### src/hdl/tta_pkg.sv
// Shared constants, register indexes and control structs for the touch tap averager.
// Used by every module of the block; depends on nothing.
package tta_pkg;

	// Default averaging depth, screen geometry, raw sample and tap widths
	localparam int SAMPLE_LIMIT  = 5;
	localparam int SCREEN_WIDTH  = 480;
	localparam int SCREEN_HEIGHT = 320;
	localparam int RAW_BITS      = 12;
	localparam int TAP_W         = 12;

	// Stream payload widths
	localparam int IN_TDATA_W  = 32;
	localparam int OUT_TDATA_W = 24;

	// Configuration port
	localparam int CFG_W     = 16;
	localparam int CFG_IDX_W = 3;

	localparam logic [CFG_IDX_W-1:0] REG_CAL_ENABLE = 3'd0;
	localparam logic [CFG_IDX_W-1:0] REG_X_MIN      = 3'd1;
	localparam logic [CFG_IDX_W-1:0] REG_X_MAX      = 3'd2;
	localparam logic [CFG_IDX_W-1:0] REG_Y_MIN      = 3'd3;
	localparam logic [CFG_IDX_W-1:0] REG_Y_MAX      = 3'd4;

	localparam logic signed [CFG_W-1:0] RST_MIN = 16'sd0;
	localparam logic signed [CFG_W-1:0] RST_MAX = 16'sd4095;

	// Calibration arithmetic widths
	localparam int DIFF_W = 18;              // average minus edge, signed
	localparam int SIZE_W = 14;              // screen size as a signed operand
	localparam int PROD_W = DIFF_W + SIZE_W; // signed product
	localparam int NUM_W  = 29;              // dividend magnitude
	localparam int SPAN_W = 17;              // edge span, signed; also divisor width

	// Controller to datapath commands
	typedef struct packed {
		logic take;       // input transfer this cycle
		logic start_avg;  // start the averaging divide
		logic latch_avg;  // store the averages
		logic load_mul;   // form the scaled offsets and spans
		logic start_cal;  // start the calibration divide
		logic latch_cal;  // store the clamped screen coordinates
		logic load_out;   // move the tap into the output register
	} tta_cmd_t;

	// Datapath to controller status
	typedef struct packed {
		logic release_hit; // offered item is a pen release after a press
		logic div_done;    // both divider lanes finished
		logic cal_enable;  // calibration switched on
		logic out_busy;    // output register holds a tap not yet taken
	} tta_sts_t;

endpackage

### src/hdl/touch_tap_averager_calibrator.sv
// Top level of the touch tap averager and calibrator.
// Depends on tta_pkg, tta_ctrl and tta_dp (which holds two tta_div lanes).
//
//  channel  | direction | content
//  s_*      | in        | one scan tick: pen level and raw X/Y samples
//  m_*      | out       | one tap per pen release: X and Y coordinates
//  cfg_*    | in        | write-only calibration registers
//
// A pen-down tick or an idle pen-up tick leaves the block ready for the next tick. After a
// release tick the block holds s_tready low while the bit-serial divider runs for
// the averages and, with calibration on, again for the calibrated coordinates.
// The tap appears as s_tready rises; if the previous tap is still waiting, the
// release stalls until it goes.
// Reset clears the state machine, accumulators and calibration registers to defaults.
module touch_tap_averager_calibrator #(
	parameter int SAMPLE_LIMIT = tta_pkg::SAMPLE_LIMIT
) (
	input  logic                              clk,
	input  logic                              arst_n,
	input  logic                              s_tvalid,
	output logic                              s_tready,
	input  logic [tta_pkg::IN_TDATA_W-1:0]    s_tdata,   // pen_down, raw_x, raw_y
	output logic                              m_tvalid,
	input  logic                              m_tready,
	output logic [tta_pkg::OUT_TDATA_W-1:0]   m_tdata,   // tap_x, tap_y
	input  logic                              cfg_we,
	input  logic [tta_pkg::CFG_IDX_W-1:0]     cfg_addr,
	input  logic [tta_pkg::CFG_W-1:0]         cfg_wdata
);

	tta_pkg::tta_cmd_t cmd;
	tta_pkg::tta_sts_t sts;

	tta_ctrl u_ctrl (
		.clk      (clk),
		.arst_n   (arst_n),
		.in_valid (s_tvalid),
		.in_ready (s_tready),
		.sts      (sts),
		.cmd      (cmd)
	);

	tta_dp #(
		.SAMPLE_LIMIT (SAMPLE_LIMIT)
	) u_dp (
		.clk       (clk),
		.arst_n    (arst_n),
		.cmd       (cmd),
		.sts       (sts),
		.cfg_we    (cfg_we),
		.cfg_addr  (cfg_addr),
		.cfg_wdata (cfg_wdata),
		.in_data   (s_tdata),
		.out_valid (m_tvalid),
		.out_ready (m_tready),
		.out_data  (m_tdata)
	);

`ifndef SYNTHESIS
	// A release transfer takes the block out of the accepting state
	a_release_busy: assert property (@(posedge clk) disable iff (!arst_n)
		cmd.start_avg |=> !s_tready)
		else $error("input still ready after a release transfer");

	// Divider completion is only seen while a release is worked on
	a_done_busy: assert property (@(posedge clk) disable iff (!arst_n)
		sts.div_done |-> !s_tready)
		else $error("divider finished while idle");

	// A loaded tap is presented on the next cycle
	a_load_shows: assert property (@(posedge clk) disable iff (!arst_n)
		cmd.load_out |=> m_tvalid)
		else $error("loaded tap not presented");

	// Never overwrite a tap that is still waiting
	a_no_overwrite: assert property (@(posedge clk) disable iff (!arst_n)
		cmd.load_out |-> !(m_tvalid && !m_tready))
		else $error("tap overwritten before transfer");
`endif

endmodule

### src/hdl/tta_div.sv
// Restoring unsigned divider, one quotient bit per cycle.
// Depends on tta_pkg for default widths; used by tta_dp for both the averages and the calibration.
module tta_div #(
	parameter int NUM_W = tta_pkg::NUM_W,
	parameter int DEN_W = tta_pkg::SPAN_W
) (
	input  logic             clk,
	input  logic             arst_n,
	input  logic             start,
	input  logic [NUM_W-1:0] dividend,
	input  logic [DEN_W-1:0] divisor,
	output logic             done,
	output logic [NUM_W-1:0] quotient
);

	localparam int CNT_W = $clog2(NUM_W + 1);

	logic [DEN_W-1:0] rem_q;
	logic [DEN_W-1:0] den_q;
	logic [NUM_W-1:0] quo_q;
	logic [CNT_W-1:0] cnt_q;
	logic             busy_q;
	logic             done_q;
	logic [DEN_W:0]   shifted;
	logic [DEN_W:0]   trial;

	// Shift in the next dividend bit and try to subtract
	assign shifted = {rem_q, quo_q[NUM_W-1]};
	assign trial   = shifted - {1'b0, den_q};

	// Iteration control
	always_ff @(posedge clk or negedge arst_n) begin
		if (!arst_n) begin
			busy_q <= 1'b0;
			done_q <= 1'b0;
			cnt_q  <= '0;
		end else begin
			done_q <= 1'b0;
			if (start) begin
				busy_q <= 1'b1;
				cnt_q  <= CNT_W'(NUM_W);
			end else if (busy_q) begin
				cnt_q <= cnt_q - 1'b1;
				if (cnt_q == CNT_W'(1)) begin
					busy_q <= 1'b0;
					done_q <= 1'b1;
				end
			end
		end
	end

	// Remainder and quotient
	always_ff @(posedge clk) begin
		if (start) begin
			rem_q <= '0;
			quo_q <= dividend;
			den_q <= divisor;
		end else if (busy_q) begin
			if (trial[DEN_W]) begin
				rem_q <= shifted[DEN_W-1:0];
				quo_q <= {quo_q[NUM_W-2:0], 1'b0};
			end else begin
				rem_q <= trial[DEN_W-1:0];
				quo_q <= {quo_q[NUM_W-2:0], 1'b1};
			end
		end
	end

	assign done     = done_q;
	assign quotient = quo_q;

endmodule

### src/hdl/tta_dp.sv
// Datapath: config registers, sample accumulators, scaling, two divider lanes, output register.
// Depends on tta_pkg and tta_div; driven by commands from tta_ctrl.
module tta_dp #(
	parameter int SAMPLE_LIMIT = tta_pkg::SAMPLE_LIMIT
) (
	input  logic                                clk,
	input  logic                                arst_n,
	input  tta_pkg::tta_cmd_t                   cmd,
	output tta_pkg::tta_sts_t                   sts,
	input  logic                                cfg_we,
	input  logic [tta_pkg::CFG_IDX_W-1:0]       cfg_addr,
	input  logic [tta_pkg::CFG_W-1:0]           cfg_wdata,
	input  logic [tta_pkg::IN_TDATA_W-1:0]      in_data,
	output logic                                out_valid,
	input  logic                                out_ready,
	output logic [tta_pkg::OUT_TDATA_W-1:0]     out_data
);

	localparam int RAW_W  = tta_pkg::RAW_BITS;
	localparam int TAP_W  = tta_pkg::TAP_W;
	localparam int CNT_W  = $clog2(SAMPLE_LIMIT + 1);
	localparam int SUM_W  = RAW_W + $clog2(SAMPLE_LIMIT);
	localparam int DIFF_W = tta_pkg::DIFF_W;
	localparam int SIZE_W = tta_pkg::SIZE_W;
	localparam int PROD_W = tta_pkg::PROD_W;
	localparam int NUM_W  = tta_pkg::NUM_W;
	localparam int SPAN_W = tta_pkg::SPAN_W;
	localparam int CFG_W  = tta_pkg::CFG_W;

	localparam logic signed [SIZE_W-1:0] SIZE_X = SIZE_W'(tta_pkg::SCREEN_WIDTH);
	localparam logic signed [SIZE_W-1:0] SIZE_Y = SIZE_W'(tta_pkg::SCREEN_HEIGHT);
	localparam logic [NUM_W-1:0] LAST_X = NUM_W'(tta_pkg::SCREEN_WIDTH - 1);
	localparam logic [NUM_W-1:0] LAST_Y = NUM_W'(tta_pkg::SCREEN_HEIGHT - 1);

	// Configuration registers
	logic                    cal_en_q;
	logic signed [CFG_W-1:0] x_min_q, x_max_q, y_min_q, y_max_q;

	// Accumulators
	logic             was_pressed_q;
	logic [CNT_W-1:0] cnt_q;
	logic [SUM_W-1:0] sum_x_q, sum_y_q;

	// Working registers
	logic [TAP_W-1:0]         res_x_q, res_y_q;
	logic signed [PROD_W-1:0] prod_x_q, prod_y_q;
	logic signed [SPAN_W-1:0] span_x_q, span_y_q;
	logic                     out_valid_q;
	logic [TAP_W-1:0]         out_x_q, out_y_q;

	// Input fields
	logic             pen;
	logic [RAW_W-1:0] raw_x, raw_y;

	assign pen   = in_data[0];
	assign raw_x = in_data[RAW_W:1];
	assign raw_y = in_data[2*RAW_W:RAW_W+1];

	// Write configuration registers
	always_ff @(posedge clk or negedge arst_n) begin
		if (!arst_n) begin
			cal_en_q <= 1'b0;
			x_min_q  <= tta_pkg::RST_MIN;
			x_max_q  <= tta_pkg::RST_MAX;
			y_min_q  <= tta_pkg::RST_MIN;
			y_max_q  <= tta_pkg::RST_MAX;
		end else if (cfg_we) begin
			case (cfg_addr)
				tta_pkg::REG_CAL_ENABLE: cal_en_q <= cfg_wdata[0];
				tta_pkg::REG_X_MIN:      x_min_q  <= cfg_wdata;
				tta_pkg::REG_X_MAX:      x_max_q  <= cfg_wdata;
				tta_pkg::REG_Y_MIN:      y_min_q  <= cfg_wdata;
				tta_pkg::REG_Y_MAX:      y_max_q  <= cfg_wdata;
				default: ;
			endcase
		end
	end

	// Accumulate samples while pressed; clear on press and on release
	always_ff @(posedge clk or negedge arst_n) begin
		if (!arst_n) begin
			was_pressed_q <= 1'b0;
			cnt_q         <= '0;
			sum_x_q       <= '0;
			sum_y_q       <= '0;
		end else if (cmd.take) begin
			if (pen) begin
				if (!was_pressed_q) begin
					was_pressed_q <= 1'b1;
					cnt_q         <= CNT_W'(1);
					sum_x_q       <= SUM_W'(raw_x);
					sum_y_q       <= SUM_W'(raw_y);
				end else if (cnt_q < CNT_W'(SAMPLE_LIMIT)) begin
					cnt_q   <= cnt_q + 1'b1;
					sum_x_q <= sum_x_q + SUM_W'(raw_x);
					sum_y_q <= sum_y_q + SUM_W'(raw_y);
				end
			end else if (was_pressed_q) begin
				was_pressed_q <= 1'b0;
				cnt_q         <= '0;
				sum_x_q       <= '0;
				sum_y_q       <= '0;
			end
		end
	end

	// Offsets from the left or top edge
	logic signed [DIFF_W-1:0] diff_x, diff_y;

	assign diff_x = DIFF_W'($signed({1'b0, res_x_q})) - DIFF_W'(x_min_q);
	assign diff_y = DIFF_W'($signed({1'b0, res_y_q})) - DIFF_W'(y_min_q);

	// Scale offsets by screen size and form the spans
	always_ff @(posedge clk) begin
		if (cmd.load_mul) begin
			prod_x_q <= diff_x * SIZE_X;
			prod_y_q <= diff_y * SIZE_Y;
			span_x_q <= SPAN_W'(x_max_q) - SPAN_W'(x_min_q);
			span_y_q <= SPAN_W'(y_max_q) - SPAN_W'(y_min_q);
		end
	end

	// Magnitudes for the unsigned divider
	logic                     prod_x_neg, prod_y_neg, span_x_neg, span_y_neg;
	logic signed [PROD_W-1:0] prod_x_abs, prod_y_abs;
	logic signed [SPAN_W-1:0] span_x_abs, span_y_abs;

	assign prod_x_neg = prod_x_q[PROD_W-1];
	assign prod_y_neg = prod_y_q[PROD_W-1];
	assign span_x_neg = span_x_q[SPAN_W-1];
	assign span_y_neg = span_y_q[SPAN_W-1];
	assign prod_x_abs = prod_x_neg ? -prod_x_q : prod_x_q;
	assign prod_y_abs = prod_y_neg ? -prod_y_q : prod_y_q;
	assign span_x_abs = span_x_neg ? -span_x_q : span_x_q;
	assign span_y_abs = span_y_neg ? -span_y_q : span_y_q;

	// Divider operands: sums over count, or scaled offsets over spans
	logic              div_start, done_x, done_y;
	logic [NUM_W-1:0]  num_x, num_y, quo_x, quo_y;
	logic [SPAN_W-1:0] den_x, den_y;

	assign div_start = cmd.start_avg | cmd.start_cal;
	assign num_x = cmd.start_cal ? prod_x_abs[NUM_W-1:0] : NUM_W'(sum_x_q);
	assign num_y = cmd.start_cal ? prod_y_abs[NUM_W-1:0] : NUM_W'(sum_y_q);
	assign den_x = cmd.start_cal ? span_x_abs : SPAN_W'(cnt_q);
	assign den_y = cmd.start_cal ? span_y_abs : SPAN_W'(cnt_q);

	tta_div #(
		.NUM_W (NUM_W),
		.DEN_W (SPAN_W)
	) u_div_x (
		.clk      (clk),
		.arst_n   (arst_n),
		.start    (div_start),
		.dividend (num_x),
		.divisor  (den_x),
		.done     (done_x),
		.quotient (quo_x)
	);

	tta_div #(
		.NUM_W (NUM_W),
		.DEN_W (SPAN_W)
	) u_div_y (
		.clk      (clk),
		.arst_n   (arst_n),
		.start    (div_start),
		.dividend (num_y),
		.divisor  (den_y),
		.done     (done_y),
		.quotient (quo_y)
	);

	// Clamp calibrated coordinates: zero span or negative quotient gives 0
	logic [TAP_W-1:0] cal_x, cal_y;

	always_comb begin
		if (span_x_q == '0 || (prod_x_neg ^ span_x_neg)) begin
			cal_x = '0;
		end else if (quo_x > LAST_X) begin
			cal_x = LAST_X[TAP_W-1:0];
		end else begin
			cal_x = quo_x[TAP_W-1:0];
		end
		if (span_y_q == '0 || (prod_y_neg ^ span_y_neg)) begin
			cal_y = '0;
		end else if (quo_y > LAST_Y) begin
			cal_y = LAST_Y[TAP_W-1:0];
		end else begin
			cal_y = quo_y[TAP_W-1:0];
		end
	end

	// Hold the averages, then the calibrated result
	always_ff @(posedge clk) begin
		if (cmd.latch_avg) begin
			res_x_q <= quo_x[TAP_W-1:0];
			res_y_q <= quo_y[TAP_W-1:0];
		end else if (cmd.latch_cal) begin
			res_x_q <= cal_x;
			res_y_q <= cal_y;
		end
	end

	// Output register
	always_ff @(posedge clk or negedge arst_n) begin
		if (!arst_n) begin
			out_valid_q <= 1'b0;
		end else if (cmd.load_out) begin
			out_valid_q <= 1'b1;
		end else if (out_ready) begin
			out_valid_q <= 1'b0;
		end
	end

	always_ff @(posedge clk) begin
		if (cmd.load_out) begin
			out_x_q <= res_x_q;
			out_y_q <= res_y_q;
		end
	end

	assign out_valid = out_valid_q;
	assign out_data  = {out_y_q, out_x_q};

	// Status back to the controller
	assign sts.release_hit = !pen && was_pressed_q;
	assign sts.div_done    = done_x & done_y;
	assign sts.cal_enable  = cal_en_q;
	assign sts.out_busy    = out_valid_q && !out_ready;

endmodule

### src/hdl/tta_ctrl.sv
// Controller state machine: sequences averaging, scaling, calibration and output load.
// Depends on tta_pkg; steers tta_dp through command and status structs.
module tta_ctrl (
	input  logic              clk,
	input  logic              arst_n,
	input  logic              in_valid,
	output logic              in_ready,
	input  tta_pkg::tta_sts_t sts,
	output tta_pkg::tta_cmd_t cmd
);

	localparam logic [2:0] S_IDLE   = 3'd0;
	localparam logic [2:0] S_AVG    = 3'd1;
	localparam logic [2:0] S_MUL    = 3'd2;
	localparam logic [2:0] S_CAL_GO = 3'd3;
	localparam logic [2:0] S_CAL    = 3'd4;
	localparam logic [2:0] S_OUT    = 3'd5;

	logic [2:0] state_q, state_nxt;

	// Next state and commands
	always_comb begin
		cmd       = '0;
		state_nxt = state_q;
		in_ready  = (state_q == S_IDLE);
		case (state_q)
			S_IDLE: begin
				cmd.take = in_valid;
				if (in_valid && sts.release_hit) begin
					cmd.start_avg = 1'b1;
					state_nxt     = S_AVG;
				end
			end
			S_AVG: begin
				if (sts.div_done) begin
					cmd.latch_avg = 1'b1;
					state_nxt     = sts.cal_enable ? S_MUL : S_OUT;
				end
			end
			S_MUL: begin
				cmd.load_mul = 1'b1;
				state_nxt    = S_CAL_GO;
			end
			S_CAL_GO: begin
				cmd.start_cal = 1'b1;
				state_nxt     = S_CAL;
			end
			S_CAL: begin
				if (sts.div_done) begin
					cmd.latch_cal = 1'b1;
					state_nxt     = S_OUT;
				end
			end
			S_OUT: begin
				if (!sts.out_busy) begin
					cmd.load_out = 1'b1;
					state_nxt    = S_IDLE;
				end
			end
			default: begin
				state_nxt = S_IDLE;
			end
		endcase
	end

	// State register
	always_ff @(posedge clk or negedge arst_n) begin
		if (!arst_n) begin
			state_q <= S_IDLE;
		end else begin
			state_q <= state_nxt;
		end
	end

endmodule

### config.mk
export PLATFORM = sky130hd
export DESIGN_NAME = touch_tap_averager_calibrator
export DESIGN_NICKNAME = d
export VERILOG_FILES = /design/src/hdl/tta_pkg.sv /design/src/hdl/touch_tap_averager_calibrator.sv /design/src/hdl/tta_div.sv /design/src/hdl/tta_dp.sv /design/src/hdl/tta_ctrl.sv
export SDC_FILE = /design/constraint.sdc
export NUM_CORES = 1
export LEC_CHECK = 0
export BUFFER_PORTS_ARGS = -buffer_cell sky130_fd_sc_hd__buf_2
export CORE_UTILIZATION = 55
export CTS_BUF_LIST = sky130_fd_sc_hd__clkbuf_4 sky130_fd_sc_hd__clkbuf_8
export CTS_CLUSTER_DIAMETER = 50
export CTS_CLUSTER_SIZE = 25
export DETAILED_ROUTE_END_ITERATION = 6
export GPL_TIMING_DRIVEN = 0
export PLACE_DENSITY = 0.79
export SKIP_CTS_REPAIR_TIMING = 1
export SKIP_LAST_GASP = 1
export SYNTH_ARGS = -nofsm -noshare
export SYNTH_HDL_FRONTEND = slang
export SYNTH_SLANG_ARGS = --single-unit
### constraint.sdc
create_clock -name clk -period 7.4 [get_ports clk]
set_clock_uncertainty 0.05 [all_clocks]
set_input_delay 0.74 -clock clk [delete_from_list [all_inputs] [get_ports clk]]
set_output_delay 0.74 -clock clk [all_outputs]
set_load 0.005 [all_outputs]
==> metrics.cfg <==
[outcome]
status = complete, no violations

[timing]
maxSlewHeadroom_pct = 15.8
slew_viol_final = 0
fin_tns_setup_ps = 0
tightest_slew_ps = 1260
rsz0062_at_grt = no
fin_crit_ps = 6270
hold_violations = 0
finalSetupViolCount = 0
timing.final.crit_share_pct = 84.7
whs_ps = 380
max_freq_mhz = 160

[place]
port_buffers = 74
dp_hpwl_microns = 47300
gp_congestion = 0.938

[floorplan]
boundaryPins = 82
rows = 76
fp.dieH_microns = 211
die_w_microns = 211
die_area_sq_mm = 0.0446
start_util_pct = 55.8
core_area_sq_mm = 0.0431

[final_layout]
mostFrequentLayoutCell = nand2_1
n_antenna_cell = 0
mostFrequentLayoutCells = 233 x nand2_1, 217 x edfxtp_1, 198 x inv_1, 198 x ha_1, 161 x nor2_1
nNetsFinal = 2836
drive_gt1_share_pct = 10.0
syn_to_final_growth_pct = 8.79

[clocking]
clockBufferDepth = 3
insertion_delay_ps = 620
cts_tree = done
htreeDepth = 2
cts.sinks = 368
cts_buffers = 37
clkTransAtPathRegs_ps = 120
root_buffer = clkbuf_8

[hold_path]
min_from = cfg_wdata[1]
min_delay_path_depth = 3
min_path_type = input pin to register

[detailed_routing]
wirelength_microns = 60100
via_per_inst = 5.94
ant_nets = 0
wl_per_cell_microns = 19.0
drtIter0Drc = 1537
drcViolationCount = 0
dr.pass1.iters = 5
vias = 18800

[pwr]
p_per_area_mw_per_mm2 = 496
finalPower_mw = 13.0
ir_drop_mv = 1.09
leakage_nw = 11.1

[grt]
antenna_found_initial = 0
grt_pass1_wl_microns = 94700
grt_usage_pct = 27.1
grt_overflow_total = 0
grt_pass1_vias = 18100
grt_start_max_net_pins = 95

[yosys]
synth_ff_type = edfxtp_1
synth_nets = 2715
yosys_warnings = 0
syn_area_sq_mm = 0.0240
synth-edff-count = 217
synthArstFlopShare_pct = 31.8
avgSynthCellArea_sq_um = 9.90
ys_ff_latch = 368
yosys.cell_types.count = 88
ys_seq_area_share_pct = 42.2
synthCells = 2428

[worst_setup_path]
cp-end-kind = register
path_delay_family = adder cells
critPathSlowestCell = fa_1
critical_path_depth = 23
path_cells = inv_1, ha_1, fa_1, nor2b_1, o211ai_1, a21o_1, a21oi_1, o21a_1, o21ai_1, nor2b_1, xnor2_1, ha_1, inv_1, fa_1, fa_1, inv_1, ha_1, a21o_1, a221oi_1, nor2b_1, a31o_2, a222oi_1, o311ai_1
start_kind = register
worst_setup_path_startpoint = u_dp.res_x_q[0]$_DFFE_PP_
cp_slowest_stage_delay_ps = 520
crit_type = register to register
worst-path-buf-inv = 3
required_ps = 7700
r2r_start = u_dp.res_x_q[0]$_DFFE_PP_
path_max_fanout = 6
worstPathArrival_ps = 6560
r2r_cells = 23

[job]
drv_cap = 0

kinds of logic (layout without fill, tap and decap cells):
| logic type | after synthesis | count (layout) | share of synthesized area, % |
|---|---|---|---|
| AOI/OAI and AO/OA | 573 | 573 | 15.3 |
| xor gates and xnor gates | 205 | 205 | 7.47 |
| adders and majority gates | 231 | 231 | 13.1 |
| buffers and inverters | 275 | 425 | 4.31 |
| DFF | 368 | 368 | 42.2 |
| muxes | 81 | 81 | 3.63 |
| and+or+nand+nor | 695 | 695 | 14.0 |
worst register-to-register path, cell delays in order, from the launching register on:
cell and delay (ps):
edfxtp_1 370, inv_1 80, ha_1 230, fa_1 410
nor2b_1 170, o211ai_1 130, a21o_1 230, a21oi_1 360
o21a_1 190, o21ai_1 60, nor2b_1 160, xnor2_1 460
ha_1 330, inv_1 70, fa_1 460, fa_1 520
inv_1 40, ha_1 360, a21o_1 190, a221oi_1 360
nor2b_1 110, a31o_2 260, a222oi_1 250, o311ai_1 150
per-layer routing:
metal / vias up / track usage (%) / share of wire, %
li1: 8987 / - / -
met3: 123 / 3.91 / 7.1
met5: - / 0 / 0
met2: 659 / 44.5 / 46
met1: 9029 / 36.5 / 43
met4: 0 / 9.95 / 3.7
layout make-up:
| type | count | area (sq um) |
|---|---|---|
| inverter | 202 | 759 |
| multi-input combinational | 1785 | 12900 |
| timing repair buffer | 82 | 494 |
| clock buffer | 41 | 558 |
| buffer | 73 | 278 |
| tap | 585 | 732 |
| clock inverter | 27 | 310 |
| fill | 3542 | 16900 |
| sequential | 368 | 10200 |
Yosys cell counts (all sizes together) (6+ instances only):
cell,n,share of area (%)
ha,198,10
o211ai,9,0.28
nand3,41,0.87
a21o,25,0.78
o41ai,17,0.65
a2111oi,7,0.26
edfxtp,217,27
or2,8,0.21
nor3,53,1.1
or4,16,0.50
and3,28,0.73
dfstp,24,2.6
inv,201,3.1
and2,14,0.37
nand2b,23,0.60
nand2,233,3.6
a21boi,7,0.22
nor2b,43,1.2
xnor2,120,4.4
mux2i,32,1.3
or3,25,0.65
o21bai,9,0.28
dfrtp,93,9.7
nor2,161,2.5
a21oi,133,2.8
nor4,18,0.47
mux2,49,2.3
o221ai,15,0.55
nand3b,8,0.25
a31o,6,0.22
clkbuf,66,1.0
a31oi,49,1.3
o21a,37,1.2
buf,7,0.12
o31ai,22,0.71
xor2,85,3.1
dfxtp,34,2.8
fa,33,2.7
o2111ai,7,0.26
o21ai,162,3.4
a211oi,14,0.46
where the power goes:
part / internal, mW / total (mW) / switching, mW / leakage (nW)
Sequential: 3.18 / 3.59 / 0.415 / 3.73
Combinational: 3.39 / 7.91 / 4.52 / 6.94
Clock: 0.616 / 1.47 / 0.853 / 0.433
per-stage QoR:
stage / instances / utilization [%] / setup slack, ps / cell area [sq um]
floorplan: 2428 / - / 1960 / 24000
global route: 3163 / 60.7 / 798 / 26200
global placement: 3087 / 58.4 / 1240 / 25100
finish: 3163 / 60.7 / 1130 / 26200
CTS: 3162 / 60.7 / 1140 / 26100
detailed placement: 3094 / 58.7 / 1160 / 25300
state kept, by name, summed over array words and instances (netlist names), 17 cells and up:
signal	count
u_dp.u_div_y.rem_q	17
u_dp.prod_y_q	21
u_dp.u_div_x.den_q	17
u_dp.u_div_y.den_q	17
u_dp.u_div_y.quotient	29
u_dp.span_x_q	17
u_dp.u_div_x.quotient	29
u_dp.u_div_x.rem_q	17
u_dp.prod_x_q	22
u_dp.span_y_q	17
final timing paths:
path | end | slack, ps
setup / recovery | u_dp.prod_x_q[26]$_DFFE_PP_ | 1130
hold / removal | u_dp.x_max_q[1]$_DFFE_PN1P_ | 380
setup reg to reg | u_dp.prod_x_q[26]$_DFFE_PP_ | 1130
hold reg to reg | u_dp.out_y_q[0]$_DFFE_PP_ | 410
max in group asynchronous | u_dp.x_max_q[5]$_DFFE_PN1P_ | 6000
min in group asynchronous | u_dp.cal_en_q$_DFFE_PN0P_ | 510
(Power assumes the default switching activity.)
